==> config.mk <==
export PLATFORM = sky130hd
export DESIGN_NAME = dds_channel_program_sequencer_core
export DESIGN_NICKNAME = d
export VERILOG_FILES = /design/src/design/dcps_pkg.sv /design/src/design/dcps_ldiv.sv /design/src/design/dcps_front.sv /design/src/design/dcps_queue.sv /design/src/design/dcps_back.sv /design/src/design/dds_channel_program_sequencer_core.sv
export VERILOG_INCLUDE_DIRS = /design/src /design/src/design
export SDC_FILE = /design/constraint.sdc
export NUM_CORES = 2
export LEC_CHECK = 0
export ABC_CLOCK_PERIOD_IN_PS = 6600
export CORE_MARGIN = 3
export CORE_UTILIZATION = 60
export CTS_CLUSTER_SIZE = 30
export DETAILED_ROUTE_END_ITERATION = 6
export DONT_BUFFER_PORTS = 1
export PLACE_DENSITY = 0.77
export SLEW_MARGIN = 15
export SYNTH_ARGS = -nofsm -noshare
export SYNTH_HDL_FRONTEND = slang
export SYNTH_SLANG_ARGS = --single-unit
==> constraint.sdc <==
create_clock -name clock -period 6.6 [get_ports clock]
set_clock_uncertainty 0.05 [all_clocks]
set_input_delay 1.32 -clock clock [delete_from_list [all_inputs] [get_ports clock]]
set_output_delay 1.32 -clock clock [all_outputs]
set_load 0.05 [all_outputs]
==> src/design/dds_channel_program_sequencer_core_defines.svh <==
// Assertion macros used by the sequencer core.
`ifndef DDS_CHANNEL_PROGRAM_SEQUENCER_CORE_DEFINES_SVH
`define DDS_CHANNEL_PROGRAM_SEQUENCER_CORE_DEFINES_SVH

// Same-cycle implication, disabled while reset is high.
`define DCPS_ASSERT_IMPLY(label, clk, rst, cond, prop) \
   label: assert property (@(posedge clk) disable iff (rst) (cond) |-> (prop)) \
      else $error("dcps: same-cycle check failed");

// Next-cycle implication, disabled while reset is high.
`define DCPS_ASSERT_NEXT(label, clk, rst, cond, prop) \
   label: assert property (@(posedge clk) disable iff (rst) (cond) |=> (prop)) \
      else $error("dcps: next-cycle check failed");

`endif

==> src/design/dcps_pkg.sv <==
package dcps_pkg;

   typedef struct packed {
      logic [1:0]  channel_code;
      logic [27:0] frequency_hz;
      logic [9:0]  phase_degrees;
   } req_type;

   typedef struct packed {
      logic [7:0]  reg_address;
      logic [31:0] reg_data;
      logic [5:0]  data_bits;
      logic        last_frame;
   } rsp_type;

   // One classified request waiting for the frame sequencer.
   typedef struct packed {
      logic [1:0]  code;
      logic [31:0] ftw;
      logic [15:0] pw_first;
      logic [15:0] pw_second;
   } entry_type;

   typedef struct packed {
      logic full;
      logic empty;
   } queue_status_type;

   localparam logic [1:0] CODE_CH0    = 2'd0;
   localparam logic [1:0] CODE_CH1    = 2'd1;
   localparam logic [1:0] CODE_BOTH   = 2'd2;
   localparam logic [1:0] CODE_IGNORE = 2'd3;

   localparam logic [1:0] SLOT_SELECT    = 2'd0;
   localparam logic [1:0] SLOT_AMPLITUDE = 2'd1;
   localparam logic [1:0] SLOT_FREQUENCY = 2'd2;
   localparam logic [1:0] SLOT_PHASE     = 2'd3;

   localparam int unsigned FREQ_W   = 28;
   localparam logic [27:0] FREQ_MAX = 28'd250000000;

   localparam logic [7:0] ADDR_CSR  = 8'h00;
   localparam logic [7:0] ADDR_CFTW = 8'h04;
   localparam logic [7:0] ADDR_CPOW = 8'h05;
   localparam logic [7:0] ADDR_ACR  = 8'h06;

   localparam logic [7:0] SEL_CH0 = 8'h40;
   localparam logic [7:0] SEL_CH1 = 8'h80;

   localparam logic [5:0] BITS_SELECT    = 6'd8;
   localparam logic [5:0] BITS_PHASE     = 6'd16;
   localparam logic [5:0] BITS_AMPLITUDE = 6'd24;
   localparam logic [5:0] BITS_FREQUENCY = 6'd32;

   localparam logic [10:0] QUAD_OFFSET = 11'd90;

   localparam int unsigned WORD_W        = 32;
   localparam int unsigned AMP_W         = 24;
   localparam logic [23:0] AMP_RESET     = 24'd439;
   // p * 16384 / 360 == (p << 11) / 45 == (p * ceil(2^28 / 45)) >> 17 for p below 2048.
   localparam logic [22:0] PHASE_RECIP   = 23'd5965233;
   localparam int unsigned PHASE_SHIFT   = 17;
   localparam int unsigned PHASE_PROD_W  = 34;

   localparam int unsigned DIV_STAGES = 4;
   localparam int unsigned GROUP_W    = 3;

   localparam int unsigned QUEUE_DEPTH = 2;
   localparam int unsigned QPTR_W      = 1;
   localparam int unsigned QCOUNT_W    = 2;

endpackage

==> src/design/dcps_ldiv.sv <==
module dcps_ldiv import dcps_pkg::*; #(
   parameter int unsigned DIVISOR = 500000000
) (
   input  logic              clock,
   input  logic              load,
   input  logic              advance,
   input  logic [FREQ_W-1:0] numerator,
   output logic [WORD_W-1:0] quotient
);

   // All ones over the divisor is within two of 2^64 over the divisor, so the
   // product below is at most one short of the true quotient.
   localparam logic [63:0]       RECIP        = 64'hFFFF_FFFF_FFFF_FFFF / 64'(DIVISOR);
   localparam logic [WORD_W-1:0] RECIP_HI     = RECIP[63:32];
   localparam logic [WORD_W-1:0] RECIP_LO     = RECIP[31:0];
   localparam logic [WORD_W-1:0] DIVISOR_WORD = WORD_W'(DIVISOR);

   logic [FREQ_W-1:0] num_ff;
   logic [WORD_W-1:0] hi_ff;
   logic [WORD_W-1:0] lo_ff;
   logic [WORD_W-1:0] est_ff;
   logic [WORD_W-1:0] est_hold_ff;
   logic [WORD_W-1:0] rem_ff;
   logic [WORD_W-1:0] quot_ff;

   logic [63:0]       lo_prod;
   logic [WORD_W-1:0] hi_prod;
   logic [WORD_W-1:0] back_prod;

   // Quotient of numerator * 2^32 by the divisor, for numerators below the divisor.
   // The low 32 bits of numerator * 2^32 are zero, so the remainder of the estimate
   // is the negated low word of estimate * divisor; one at or above the divisor
   // means the estimate is one short. Every stage moves on advance; after a load the value
   // passes the hi and lo products, the estimate, the held estimate with the remainder, then the quotient.
   assign lo_prod   = 64'(num_ff) * 64'(RECIP_LO);
   assign hi_prod   = WORD_W'(num_ff) * RECIP_HI;
   assign back_prod = est_ff * DIVISOR_WORD;

   always_ff @(posedge clock) begin
      if (load) begin
         num_ff <= numerator;
      end
      if (advance) begin
         hi_ff       <= hi_prod;
         lo_ff       <= lo_prod[63:32];
         est_ff      <= hi_ff + lo_ff;
         est_hold_ff <= est_ff;
         rem_ff      <= -back_prod;
         quot_ff     <= est_hold_ff + WORD_W'(rem_ff >= DIVISOR_WORD);
      end
   end

   assign quotient = quot_ff;

endmodule

==> src/design/dcps_front.sv <==
module dcps_front import dcps_pkg::*; #(
   parameter int unsigned SYS_CLOCK_HZ = 500000000
) (
   input  logic             clock,
   input  logic             reset,
   input  logic             start,
   output logic             busy,
   input  req_type          req_item,
   input  queue_status_type q_status,
   output logic             push,
   output entry_type        entry
);

   localparam logic [WORD_W-1:0]  SYS_CLOCK_WORD = WORD_W'(SYS_CLOCK_HZ);
   localparam logic [GROUP_W-1:0] STAGE_LAST     = GROUP_W'(DIV_STAGES - 1);

   logic               busy_ff;
   logic               done_ff;
   logic [GROUP_W-1:0] cnt_ff;
   logic [1:0]         code_ff;
   logic               sat_ff;
   logic [15:0]        pw_first_ff;
   logic [15:0]        pw_second_ff;

   logic                    accept;
   logic                    advance;
   logic                    sat_in;
   logic [FREQ_W-1:0]       f_clamp;
   logic [10:0]             phase_quad;
   logic [PHASE_PROD_W-1:0] ph_first_prod;
   logic [PHASE_PROD_W-1:0] ph_second_prod;
   logic [WORD_W-1:0]       freq_q;

   assign f_clamp    = (req_item.frequency_hz > FREQ_MAX) ? FREQ_MAX
                                                          : req_item.frequency_hz;
   // The tuning word passes 32 bits exactly when the frequency reaches the clock.
   assign sat_in     = WORD_W'(f_clamp) >= SYS_CLOCK_WORD;
   assign phase_quad = {1'b0, req_item.phase_degrees} + QUAD_OFFSET;

   assign ph_first_prod  = PHASE_PROD_W'(req_item.phase_degrees)
                           * PHASE_PROD_W'(PHASE_RECIP);
   assign ph_second_prod = PHASE_PROD_W'(phase_quad) * PHASE_PROD_W'(PHASE_RECIP);

   assign push    = busy_ff && done_ff && !q_status.full;
   assign busy    = busy_ff && !push;
   assign accept  = start && !busy;
   assign advance = busy_ff && !done_ff;

   always_ff @(posedge clock) begin
      if (reset) begin
         busy_ff <= 1'b0;
         done_ff <= 1'b0;
         cnt_ff  <= '0;
      end else if (accept) begin
         busy_ff <= (req_item.channel_code != CODE_IGNORE);
         done_ff <= 1'b0;
         cnt_ff  <= '0;
      end else if (push) begin
         busy_ff <= 1'b0;
         done_ff <= 1'b0;
      end else if (advance) begin
         cnt_ff <= cnt_ff + 1'b1;
         if (cnt_ff == STAGE_LAST) begin
            done_ff <= 1'b1;
         end
      end
   end

   always_ff @(posedge clock) begin
      if (accept) begin
         code_ff      <= req_item.channel_code;
         sat_ff       <= sat_in;
         pw_first_ff  <= ph_first_prod[PHASE_SHIFT +: 16];
         pw_second_ff <= ph_second_prod[PHASE_SHIFT +: 16];
      end
   end

   dcps_ldiv #(
      .DIVISOR (SYS_CLOCK_HZ)
   ) u_freq_div (
      .clock     (clock),
      .load      (accept),
      .advance   (advance),
      .numerator (f_clamp),
      .quotient  (freq_q)
   );

   assign entry.code      = code_ff;
   assign entry.ftw       = sat_ff ? '1 : freq_q;
   assign entry.pw_first  = pw_first_ff;
   assign entry.pw_second = pw_second_ff;

endmodule

==> src/design/dcps_queue.sv <==
module dcps_queue import dcps_pkg::*; (
   input  logic             clock,
   input  logic             reset,
   input  logic             push,
   input  entry_type        entry_in,
   input  logic             pop,
   output queue_status_type q_status,
   output entry_type        entry_out
);

   entry_type           slots_ff [QUEUE_DEPTH];
   logic [QPTR_W-1:0]   wr_ptr_ff;
   logic [QPTR_W-1:0]   rd_ptr_ff;
   logic [QCOUNT_W-1:0] count_ff;

   assign q_status.full  = (count_ff == QCOUNT_W'(QUEUE_DEPTH));
   assign q_status.empty = (count_ff == '0);
   assign entry_out      = slots_ff[rd_ptr_ff];

   always_ff @(posedge clock) begin
      if (reset) begin
         wr_ptr_ff <= '0;
         rd_ptr_ff <= '0;
         count_ff  <= '0;
      end else begin
         if (push) begin
            wr_ptr_ff <= wr_ptr_ff + 1'b1;
         end
         if (pop) begin
            rd_ptr_ff <= rd_ptr_ff + 1'b1;
         end
         case ({push, pop})
            2'b10:   count_ff <= count_ff + 1'b1;
            2'b01:   count_ff <= count_ff - 1'b1;
            default: count_ff <= count_ff;
         endcase
      end
   end

   always_ff @(posedge clock) begin
      if (push) begin
         slots_ff[wr_ptr_ff] <= entry_in;
      end
   end

endmodule

==> src/design/dcps_back.sv <==
module dcps_back import dcps_pkg::*; (
   input  logic             clock,
   input  logic             reset,
   input  queue_status_type q_status,
   input  entry_type        q_entry,
   input  logic [AMP_W-1:0] amplitude,
   output logic             pop,
   output logic             rsp_strobe,
   output rsp_type          rsp_frame
);

   logic               active_ff;
   logic               strobe_ff;
   logic [GROUP_W-1:0] cnt_ff;
   entry_type          entry_ff;
   rsp_type            frame_ff;
   rsp_type            frame_in;

   logic               second_group;
   logic [1:0]         slot;
   logic               final_frame;
   logic               finishing;
   logic [7:0]         sel;

   assign second_group = cnt_ff[GROUP_W-1];
   assign slot         = cnt_ff[1:0];
   assign final_frame  = (slot == SLOT_PHASE) && (second_group || entry_ff.code != CODE_BOTH);
   assign finishing    = active_ff && final_frame;
   // The next request is taken in the cycle the last frame of this one is registered.
   assign pop          = !q_status.empty && (!active_ff || finishing);
   assign sel          = (second_group || entry_ff.code == CODE_CH1) ? SEL_CH1 : SEL_CH0;

   always_comb begin
      frame_in.last_frame = final_frame;
      case (slot)
         SLOT_SELECT: begin
            frame_in.reg_address = ADDR_CSR;
            frame_in.reg_data    = WORD_W'(sel);
            frame_in.data_bits   = BITS_SELECT;
         end
         SLOT_AMPLITUDE: begin
            frame_in.reg_address = ADDR_ACR;
            frame_in.reg_data    = WORD_W'(amplitude);
            frame_in.data_bits   = BITS_AMPLITUDE;
         end
         SLOT_FREQUENCY: begin
            frame_in.reg_address = ADDR_CFTW;
            frame_in.reg_data    = entry_ff.ftw;
            frame_in.data_bits   = BITS_FREQUENCY;
         end
         default: begin
            frame_in.reg_address = ADDR_CPOW;
            frame_in.reg_data    = WORD_W'(second_group ? entry_ff.pw_second : entry_ff.pw_first);
            frame_in.data_bits   = BITS_PHASE;
         end
      endcase
   end

   always_ff @(posedge clock) begin
      if (reset) begin
         active_ff <= 1'b0;
         strobe_ff <= 1'b0;
         cnt_ff    <= '0;
      end else begin
         strobe_ff <= active_ff;
         if (pop) begin
            active_ff <= 1'b1;
            cnt_ff    <= '0;
         end else if (finishing) begin
            active_ff <= 1'b0;
         end else if (active_ff) begin
            cnt_ff <= cnt_ff + 1'b1;
         end
      end
   end

   always_ff @(posedge clock) begin
      if (pop) begin
         entry_ff <= q_entry;
      end
      if (active_ff) begin
         frame_ff <= frame_in;
      end
   end

   assign rsp_strobe = strobe_ff;
   assign rsp_frame  = frame_ff;

endmodule

==> src/design/dds_channel_program_sequencer_core.sv <==
// The front works on one request at a time through the 4-stage tuning word divider and holds
// busy while the queue is full; frames of a request leave one a cycle, 4 for channel 0 or 1
// and 8 for both. The ignore code gives no frames and frees the input at once.
// Frames cannot be stalled; a two-entry queue lets the front compute while frames go out.
// Reset is synchronous: queue and sequencer empty, amplitude word back to 439.
`include "dds_channel_program_sequencer_core_defines.svh"

module dds_channel_program_sequencer_core import dcps_pkg::*; #(
   parameter int unsigned SYS_CLOCK_HZ = 500000000
) (
   input  logic             clock,
   input  logic             reset,
   input  logic             start,
   output logic             busy,
   input  req_type          req_item,
   output logic             rsp_strobe,
   output rsp_type          rsp_frame,
   input  logic             csr_valid,
   output logic             csr_ready,
   input  logic [AMP_W-1:0] csr_data
);

   logic [AMP_W-1:0] amp_ff;
   logic             push;
   logic             pop;
   queue_status_type q_status;
   entry_type        front_entry;
   entry_type        queue_entry;

   assign csr_ready = 1'b1;

   always_ff @(posedge clock) begin
      if (reset) begin
         amp_ff <= AMP_RESET;
      end else if (csr_valid && csr_ready) begin
         amp_ff <= csr_data;
      end
   end

   dcps_front #(
      .SYS_CLOCK_HZ (SYS_CLOCK_HZ)
   ) u_front (
      .clock    (clock),
      .reset    (reset),
      .start    (start),
      .busy     (busy),
      .req_item (req_item),
      .q_status (q_status),
      .push     (push),
      .entry    (front_entry)
   );

   dcps_queue u_queue (
      .clock     (clock),
      .reset     (reset),
      .push      (push),
      .entry_in  (front_entry),
      .pop       (pop),
      .q_status  (q_status),
      .entry_out (queue_entry)
   );

   dcps_back u_back (
      .clock      (clock),
      .reset      (reset),
      .q_status   (q_status),
      .q_entry    (queue_entry),
      .amplitude  (amp_ff),
      .pop        (pop),
      .rsp_strobe (rsp_strobe),
      .rsp_frame  (rsp_frame)
   );

   `DCPS_ASSERT_NEXT(a_busy_after_request, clock, reset, start && !busy && req_item.channel_code != CODE_IGNORE, busy)
   `DCPS_ASSERT_IMPLY(a_last_is_phase, clock, reset, rsp_strobe && rsp_frame.last_frame, rsp_frame.reg_address == ADDR_CPOW)
   `DCPS_ASSERT_NEXT(a_select_then_amp, clock, reset, rsp_strobe && rsp_frame.reg_address == ADDR_CSR, rsp_strobe && rsp_frame.reg_address == ADDR_ACR)

endmodule

Word-level counts from Yosys, hierarchy flattened
Memories as Yosys holds them, arrays and structs flattened. A register that Yosys moved wholly into a read port is not among the register bits.
Cells that the tools add are included.
{"block": "classes", "add_sub_neg": 10, "n_mul": 4, "n_lt_le_gt_ge": 2, "n_eq_ne": 10, "mux": 10, "bitwise_logic": 2, "n_reduce_logical": 28}
{"cell": "41-bit one-hot mux with 3 select lines", "n": 1}
{"cell": "28-bit by 32-bit multiplier with 60-bit output (second input constant)", "n": 1}
{"cell": "10-bit by 23-bit multiplier with 33-bit output (second input constant)", "n": 1}
{"cell": "11-bit by 23-bit multiplier with 33-bit output (second input constant)", "n": 1}
{"cell": "31-bit by 28-bit adder with 32-bit output", "n": 1}
{"cell": "32-bit by 1-bit adder with 32-bit output", "n": 1}
{"cell": "32-bit by 29-bit >= comparator with 1-bit output (second input constant)", "n": 1}
{"cell": "32-bit by 21-bit multiplier with 24-bit output (second input constant)", "n": 1}
{"cell": "32-bit negation", "n": 1}
{"cell": "28-bit greater-than comparator (second input constant)", "n": 1}
{"cell": "16-bit two-way mux", "n": 1}
{"cell": "10-bit by 7-bit adder with 11-bit output (second input constant)", "n": 1}
{"cell": "2-bit equality test (second input constant)", "n": 4}
{"cell": "1-bit logical AND", "n": 8}
{"cell": "8-bit two-way mux", "n": 1}
{"cell": "3-bit by 1-bit adder with 3-bit output (second input constant)", "n": 2}
{"cell": "2-bit by 1-bit equality test with 1-bit output (second input constant)", "n": 3}
{"cell": "1-bit logical NOT", "n": 6}
{"cell": "1-bit two-way mux", "n": 6}
{"cell": "2-bit AND reduction", "n": 3}
{"cell": "2-bit nonzero test", "n": 3}
{"cell": "2-bit logical NOT", "n": 2}
{"cell": "2-bit != test (second input constant)", "n": 2}
{"cell": "2-bit one-hot mux with 2 select lines", "n": 1}
{"cell": "other kinds (8)", "n": 13}
{"block": "totals", "ff_bits": 331, "ramBits": 132, "inputBits": 68, "out_inout_bits": 50, "elab_cells": 91, "mem_count": 1}
{"name": "u_queue.slots_ff", "depth": 2, "width": 66, "rd": 1, "rd_ports_with_merged_regs": 1, "write_ports": 1, "line_no": "dcps_queue.sv:11", "text": "entry_type slots_ff [QUEUE_DEPTH];"}

Depth between registers and ports, before layout
{"block": "depth", "depth_word": 8, "ltp_mapped": 26, "ltp_nobuf": 26}

Hierarchy
A second synthesis with hierarchy kept.
{"block": "unflattened", "cells_unflattened": 3709, "area_unflattened_um2": 43835.8}
{"mod": "dcps_ldiv", "n_inst": 1, "cells_each": 2424, "area_per_inst_um2": 26586.7}
{"mod": "dcps_front", "n_inst": 1, "cells_each": 750, "area_per_inst_um2": 7248.2}
{"mod": "dcps_queue", "n_inst": 1, "cells_each": 227, "area_per_inst_um2": 4957.3}
{"mod": "dcps_back", "n_inst": 1, "cells_each": 229, "area_per_inst_um2": 4154.0}
{"mod": "dds_channel_program_sequencer_core", "n_inst": 1, "cells_each": 79, "area_per_inst_um2": 889.6}

Worst setup path before layout
No wires, ideal clock.
{"block": "synth_timing", "kind": "input -> register", "startpoint": "input req_item[1] in the netlist's numbering", "endpoint": "register u_front.pw_second_ff[14], data pin", "arrival_time_ps": 6827, "required_ps": 6292, "path_slack_ps": -535, "cell_stages": 22, "path_buffers": 0, "path_cell_list": "ha_1 or3_1 a21oi_1 xor2_1 inv_1 ha_1 fa_1 fa_1 inv_1 fa_1 inv_1 ha_1 ha_1 and3_1 nand3_1 nor2_1 o41a_1 a31o_2 a221o_1 a21o_1 a21oi_1 xnor2_1"}
{"block": "synth_between", "elab_chain_len": 2}
{"item": "from (decl)", "line_no": "dds_channel_program_sequencer_core.sv:15", "text": "input req_type req_item,"}
{"item": "10-bit by 7-bit adder with 11-bit output", "line_no": "dcps_front.sv:38", "text": "assign phase_quad = {1'b0, req_item.phase_degrees} + QUAD_OFFSET;"}
{"item": "11-bit by 23-bit multiplier with 33-bit output", "line_no": "dcps_front.sv:42", "text": "assign ph_second_prod = PHASE_PROD_W'(phase_quad) * PHASE_PROD_W'(PHASE_RECIP);"}
{"item": "via u_front.ph_second_prod[31]", "line_no": "dcps_front.sv:31", "text": "logic [PHASE_PROD_W-1:0] ph_second_prod;"}
{"item": "to (signal assigned)", "line_no": "dcps_front.sv:74", "text": "pw_second_ff <= ph_second_prod[PHASE_SHIFT +: 16];"}
{"item": "to (decl)", "line_no": "dcps_front.sv:23", "text": "logic [15:0] pw_second_ff;"}
The timed path passes the listed nets, and every way through them passes these cells.
A chain may end at the register's enable or synchronous reset.

Worst setup path in the final report
{"block": "layout_timing", "startpoint": "register u_front.u_freq_div.num_ff[9]", "endpoint": "register u_front.u_freq_div.lo_ff[26], data pin"}
{"block": "layout_between", "elab_chain_len": 1}
{"item": "from (decl)", "line_no": "dcps_ldiv.sv:18", "text": "logic [FREQ_W-1:0] num_ff;"}
{"item": "from (signal assigned)", "line_no": "dcps_ldiv.sv:41", "text": "num_ff <= numerator;"}
{"item": "28-bit by 32-bit multiplier with 60-bit output", "line_no": "dcps_ldiv.sv:35", "text": "assign lo_prod = 64'(num_ff) * 64'(RECIP_LO);"}
{"item": "via u_front.u_freq_div.lo_prod[58]", "line_no": "dcps_ldiv.sv:26", "text": "logic [63:0] lo_prod;"}
{"item": "to (signal assigned)", "line_no": "dcps_ldiv.sv:45", "text": "lo_ff <= lo_prod[63:32];"}
{"item": "to (decl)", "line_no": "dcps_ldiv.sv:20", "text": "logic [WORD_W-1:0] lo_ff;"}
The timed path passes the listed nets, and every way through them passes these cells.

==> flow_summary.toml <==
[worst_setup_path]
critPathKind = "flop to flop"
critical_path.reg2reg.endpoint = "u_front.u_freq_div.lo_ff[26]"
path_max_fanout = 4
worstRegToRegCells = 21
crit_path_end_kind = "flop"
timing.rr.start = "u_front.u_freq_div.num_ff[9]"
worstSetupStartpointType = "flop"
timing.reg2reg.setup_slack_ns = 0.14
worst_ep_required_time_ns = 6.93
arrival_worst_endpoint_ns = 6.79

[final_layout]
nets = 5068
area_delta_synth_final_pct = 13.07
fraction_of_layout_cells_with_a_size_suffix_above_1_pct = 14.79
postLayoutCoreUtil_pct = 69.19

[route]
num_vias = 26610
post_drt_wl_per_cell_um = 19.36
initialDrtViolationCount = 1605
drt.antenna.violating_nets = 0
drcViolationCount = 0
routed_via_density = 5.454
routed_wirelength_mm = 94.42
drt_pre_antenna_iters = 7

[min_path]
hold_path_depth = 0
launch_point_of_the_worst_hold_path = "u_front.u_freq_div.lo_ff[1]"
min-delay-path-class = "flop to flop"
worstHoldEndpoint = "u_front.u_freq_div.est_ff[1]"

[clocking]
numClockSinks = 512
root_buffer = "sky130_fd_sc_hd__clkbuf_16"
clock_insertion_delay_worst_skew_ns = 0.63
htree_num_levels = 2
clk_pin_slew_worst_paths_ns = 0.07
tritoncts = "built"
cts_buf_count = 54
ctsLongestPathBuffers = 3

[timing]
achievable-frequency_mhz = 154.8
timing.final.crit_share_pct = 97.88
report.final.slew_viol_count = 0
hold_ws_ns = 0.3207
final.setup.tns_ns = 0
final_period_minus_worst_setup_slack_ns = 6.460
worst_pin_slew_ns = 1.180
hold_viol_final = 0
setup_violations_final = 0
slew-limit-headroom_pct = 21.23

[yosys]
synth_edf_count = 474
cell_area_synth_um2 = 43220
synth.lib_cells_used.distinct = 84
netlist_top_cells_count = "sky130_fd_sc_hd__inv_1 (866), sky130_fd_sc_hd__ha_1 (669), sky130_fd_sc_hd__edfxtp_1 (474), sky130_fd_sc_hd__fa_1 (440), sky130_fd_sc_hd__xnor2_1 (128)"
number_of_warnings_printed_during_yosys_synthesis = 0
postSynth.topFlopCell = "sky130_fd_sc_hd__edfxtp_1"
synth.top_cells.by_area = "sky130_fd_sc_hd__edfxtp_1 (33%), sky130_fd_sc_hd__fa_1 (20%), sky130_fd_sc_hd__ha_1 (19%)"
synth_sequential_area_ratio_pct = 34.69
synth-seq-cells = 512
number_of_instances_in_the_synthesized_netlist = 3629
yosysTopAreaCell = "sky130_fd_sc_hd__edfxtp_1"
netlist.area_leader.share_pct = 32.93
post-synth-top-count-cell = "sky130_fd_sc_hd__inv_1"
syn_area_per_cell_um2 = 11.91
ys_async_sr_fraction_pct = 0

[placement]
final_weighted_congestion_in_routability_driven_placement = 0.9594
placement.io_buffers = 0
dp_hpwl_mm = 75.47

[floorplanning]
die_w_um = 274.4
core_region_area_um2 = 70640
floorplan.die_area_um2 = 75290
floorplan.rows = 97
top_level_ports = 118
start_util_pct = 61.19
dieHeight_um = 274.4

[grt]
grt_overflow = 0
track_usage_pct = 25.31
antenna_found_initial = 2
grt_first_pass_wirelength_mm = 146.8
pin_count_of_the_biggest_net_entering_global_routing = 180
first_global_vias = 27500

[status]
status = "finished clean"

[run]
drv.max_cap_violation_count = 0
worst max-delay path: stages (launching register included):
cell and delay [ns]:
sky130_fd_sc_hd__edfxtp_1 0.43, sky130_fd_sc_hd__fa_2 0.64, sky130_fd_sc_hd__inv_1 0.08, sky130_fd_sc_hd__fa_1 0.48
sky130_fd_sc_hd__inv_1 0.06, sky130_fd_sc_hd__ha_4 0.24, sky130_fd_sc_hd__fa_1 0.46, sky130_fd_sc_hd__fa_1 0.52
sky130_fd_sc_hd__fa_1 0.55, sky130_fd_sc_hd__inv_1 0.06, sky130_fd_sc_hd__fa_1 0.55, sky130_fd_sc_hd__inv_1 0.07
sky130_fd_sc_hd__ha_4 0.26, sky130_fd_sc_hd__a21oi_4 0.17, sky130_fd_sc_hd__nor2b_4 0.07, sky130_fd_sc_hd__a2111oi_4 0.41
sky130_fd_sc_hd__a2111oi_4 0.08, sky130_fd_sc_hd__o211ai_1 0.25, sky130_fd_sc_hd__nand3_2 0.21, sky130_fd_sc_hd__a2111oi_4 0.34
sky130_fd_sc_hd__nor3_2 0.09, sky130_fd_sc_hd__xor2_1 0.16
worst max-delay path by stage:
stage / start / endpoint / slack, ns / cells after the start
4_1_cts: u_front.u_freq_div.num_ff[10] / u_front.u_freq_div.lo_ff[19] / -0.006 / 23
2_1_floorplan: req_item[1] / u_front.pw_second_ff[14] / -0.08 / 22
3_3_place_gp: u_front.u_freq_div.num_ff[2] / u_front.u_freq_div.lo_ff[19] / -0.25 / 21
3_5_place_dp: u_front.u_freq_div.num_ff[10] / u_front.u_freq_div.lo_ff[26] / -0.29 / 25
5_1_grt: u_front.u_freq_div.num_ff[9] / u_front.u_freq_div.lo_ff[26] / -0.08 / 21
6_report: u_front.u_freq_div.num_ff[9] / u_front.u_freq_div.lo_ff[26] / 0.14 / 21
cell families (layout without fill, tap and decap cells):
kind of cell             after synthesis  count (layout)  share of synthesized area [%]
XOR/XNOR                             191             191                          3.871
buffers and inverters                914            1214                          8.031
AO/OA/AOI/OAI                        385             385                          6.134
multiplexers                         101             101                          2.530
flip-flops                           512             512                          34.69
AND/OR/NAND/NOR                      415             415                          4.976
adder cells (fa/ha/maj)             1109            1109                          39.75
other                                  2              11                        0.01738
cell usage in the layout, fill, tap and decap left out, types with 13 or more instances in the layout:
master / n
sky130_fd_sc_hd__xnor2_1: 123
sky130_fd_sc_hd__edfxtp_1: 474
sky130_fd_sc_hd__a221oi_1: 17
sky130_fd_sc_hd__a211oi_1: 13
sky130_fd_sc_hd__ha_4: 31
sky130_fd_sc_hd__nand3_1: 33
sky130_fd_sc_hd__clkbuf_16: 54
sky130_fd_sc_hd__a21oi_1: 88
sky130_fd_sc_hd__nor2b_1: 14
sky130_fd_sc_hd__o21bai_1: 14
sky130_fd_sc_hd__nand4_1: 23
sky130_fd_sc_hd__and3_1: 14
sky130_fd_sc_hd__nand2b_1: 22
sky130_fd_sc_hd__o21ai_0: 46
sky130_fd_sc_hd__xor2_1: 61
sky130_fd_sc_hd__nor2_1: 104
sky130_fd_sc_hd__fa_1: 414
sky130_fd_sc_hd__mux2i_1: 35
sky130_fd_sc_hd__inv_1: 839
sky130_fd_sc_hd__fa_2: 26
sky130_fd_sc_hd__nand2_1: 72
sky130_fd_sc_hd__buf_4: 228
sky130_fd_sc_hd__ha_1: 631
sky130_fd_sc_hd__buf_6: 18
sky130_fd_sc_hd__nor3_1: 30
sky130_fd_sc_hd__and2_1: 35
sky130_fd_sc_hd__dfxtp_1: 36
sky130_fd_sc_hd__a21o_1: 67
sky130_fd_sc_hd__inv_2: 27
sky130_fd_sc_hd__mux2_2: 66
cell type report:
class,count,area [um^2]
multi-input cells,2210,25730
fillers,4957,21770
flip-flops and latches,512,15000
inverters,866,3251
repair buffers,247,1934
clock buffers,63,1385
well taps,940,1176
clock inverters,38,387.9
diodes,2,5.005
timing repair:
item	CTS	global route
endpoints found under the hold margin	0	0
hold buffers	0	0
gates resized for setup	22	135
pin swaps	9	95
setup endpoints to repair	14	24
buffers inserted	0	23
layer usage:
layer	GRT usage (%)	vias up	wire length (um)
li1	-	12570	-
met1	34.24	13090	39920
met2	41.69	767	45210
met3	4.576	178	5833
met4	8.117	0	3453
met5	0	-	0
sequential cells by signal, summed over array words and instances, names as in the netlist, 2 cells and up:
signal / count
u_queue.slots_ff: 132
u_queue.count_ff: 2
u_back.rsp_frame: 39
u_front.pw_second_ff: 16
u_front.cnt_ff: 3
u_front.u_freq_div.est_hold_ff: 32
u_front.u_freq_div.num_ff: 28
u_front.u_freq_div.rem_ff: 23
u_back.entry_ff: 66
u_front.u_freq_div.lo_ff: 28
u_front.pw_first_ff: 16
u_front.u_freq_div.est_ff: 32
u_back.cnt_ff: 3
u_front.u_freq_div.quotient: 32
u_front.u_freq_div.hi_ff: 28
amp_ff: 24
u_front.code_ff: 2
metrics by stage:
| stage | cells | cell area (um^2) | worst slack, ns |
|---|---|---|---|
| 6_report | 4878 | 48870 | 0.1397 |
| 5_1_grt | 4876 | 48860 | -0.07837 |
| 4_1_cts | 4855 | 48050 | -0.006378 |
| 3_5_place_dp | 4754 | 46170 | -0.2879 |
| 3_3_place_gp | 4754 | 46170 | -0.2488 |
| 2_1_floorplan | 3636 | 43460 | -0.07952 |
Power is left out: the tool's default activity adds up to more than one toggle a clock period on the data nets, which glitch-free logic cannot reach.
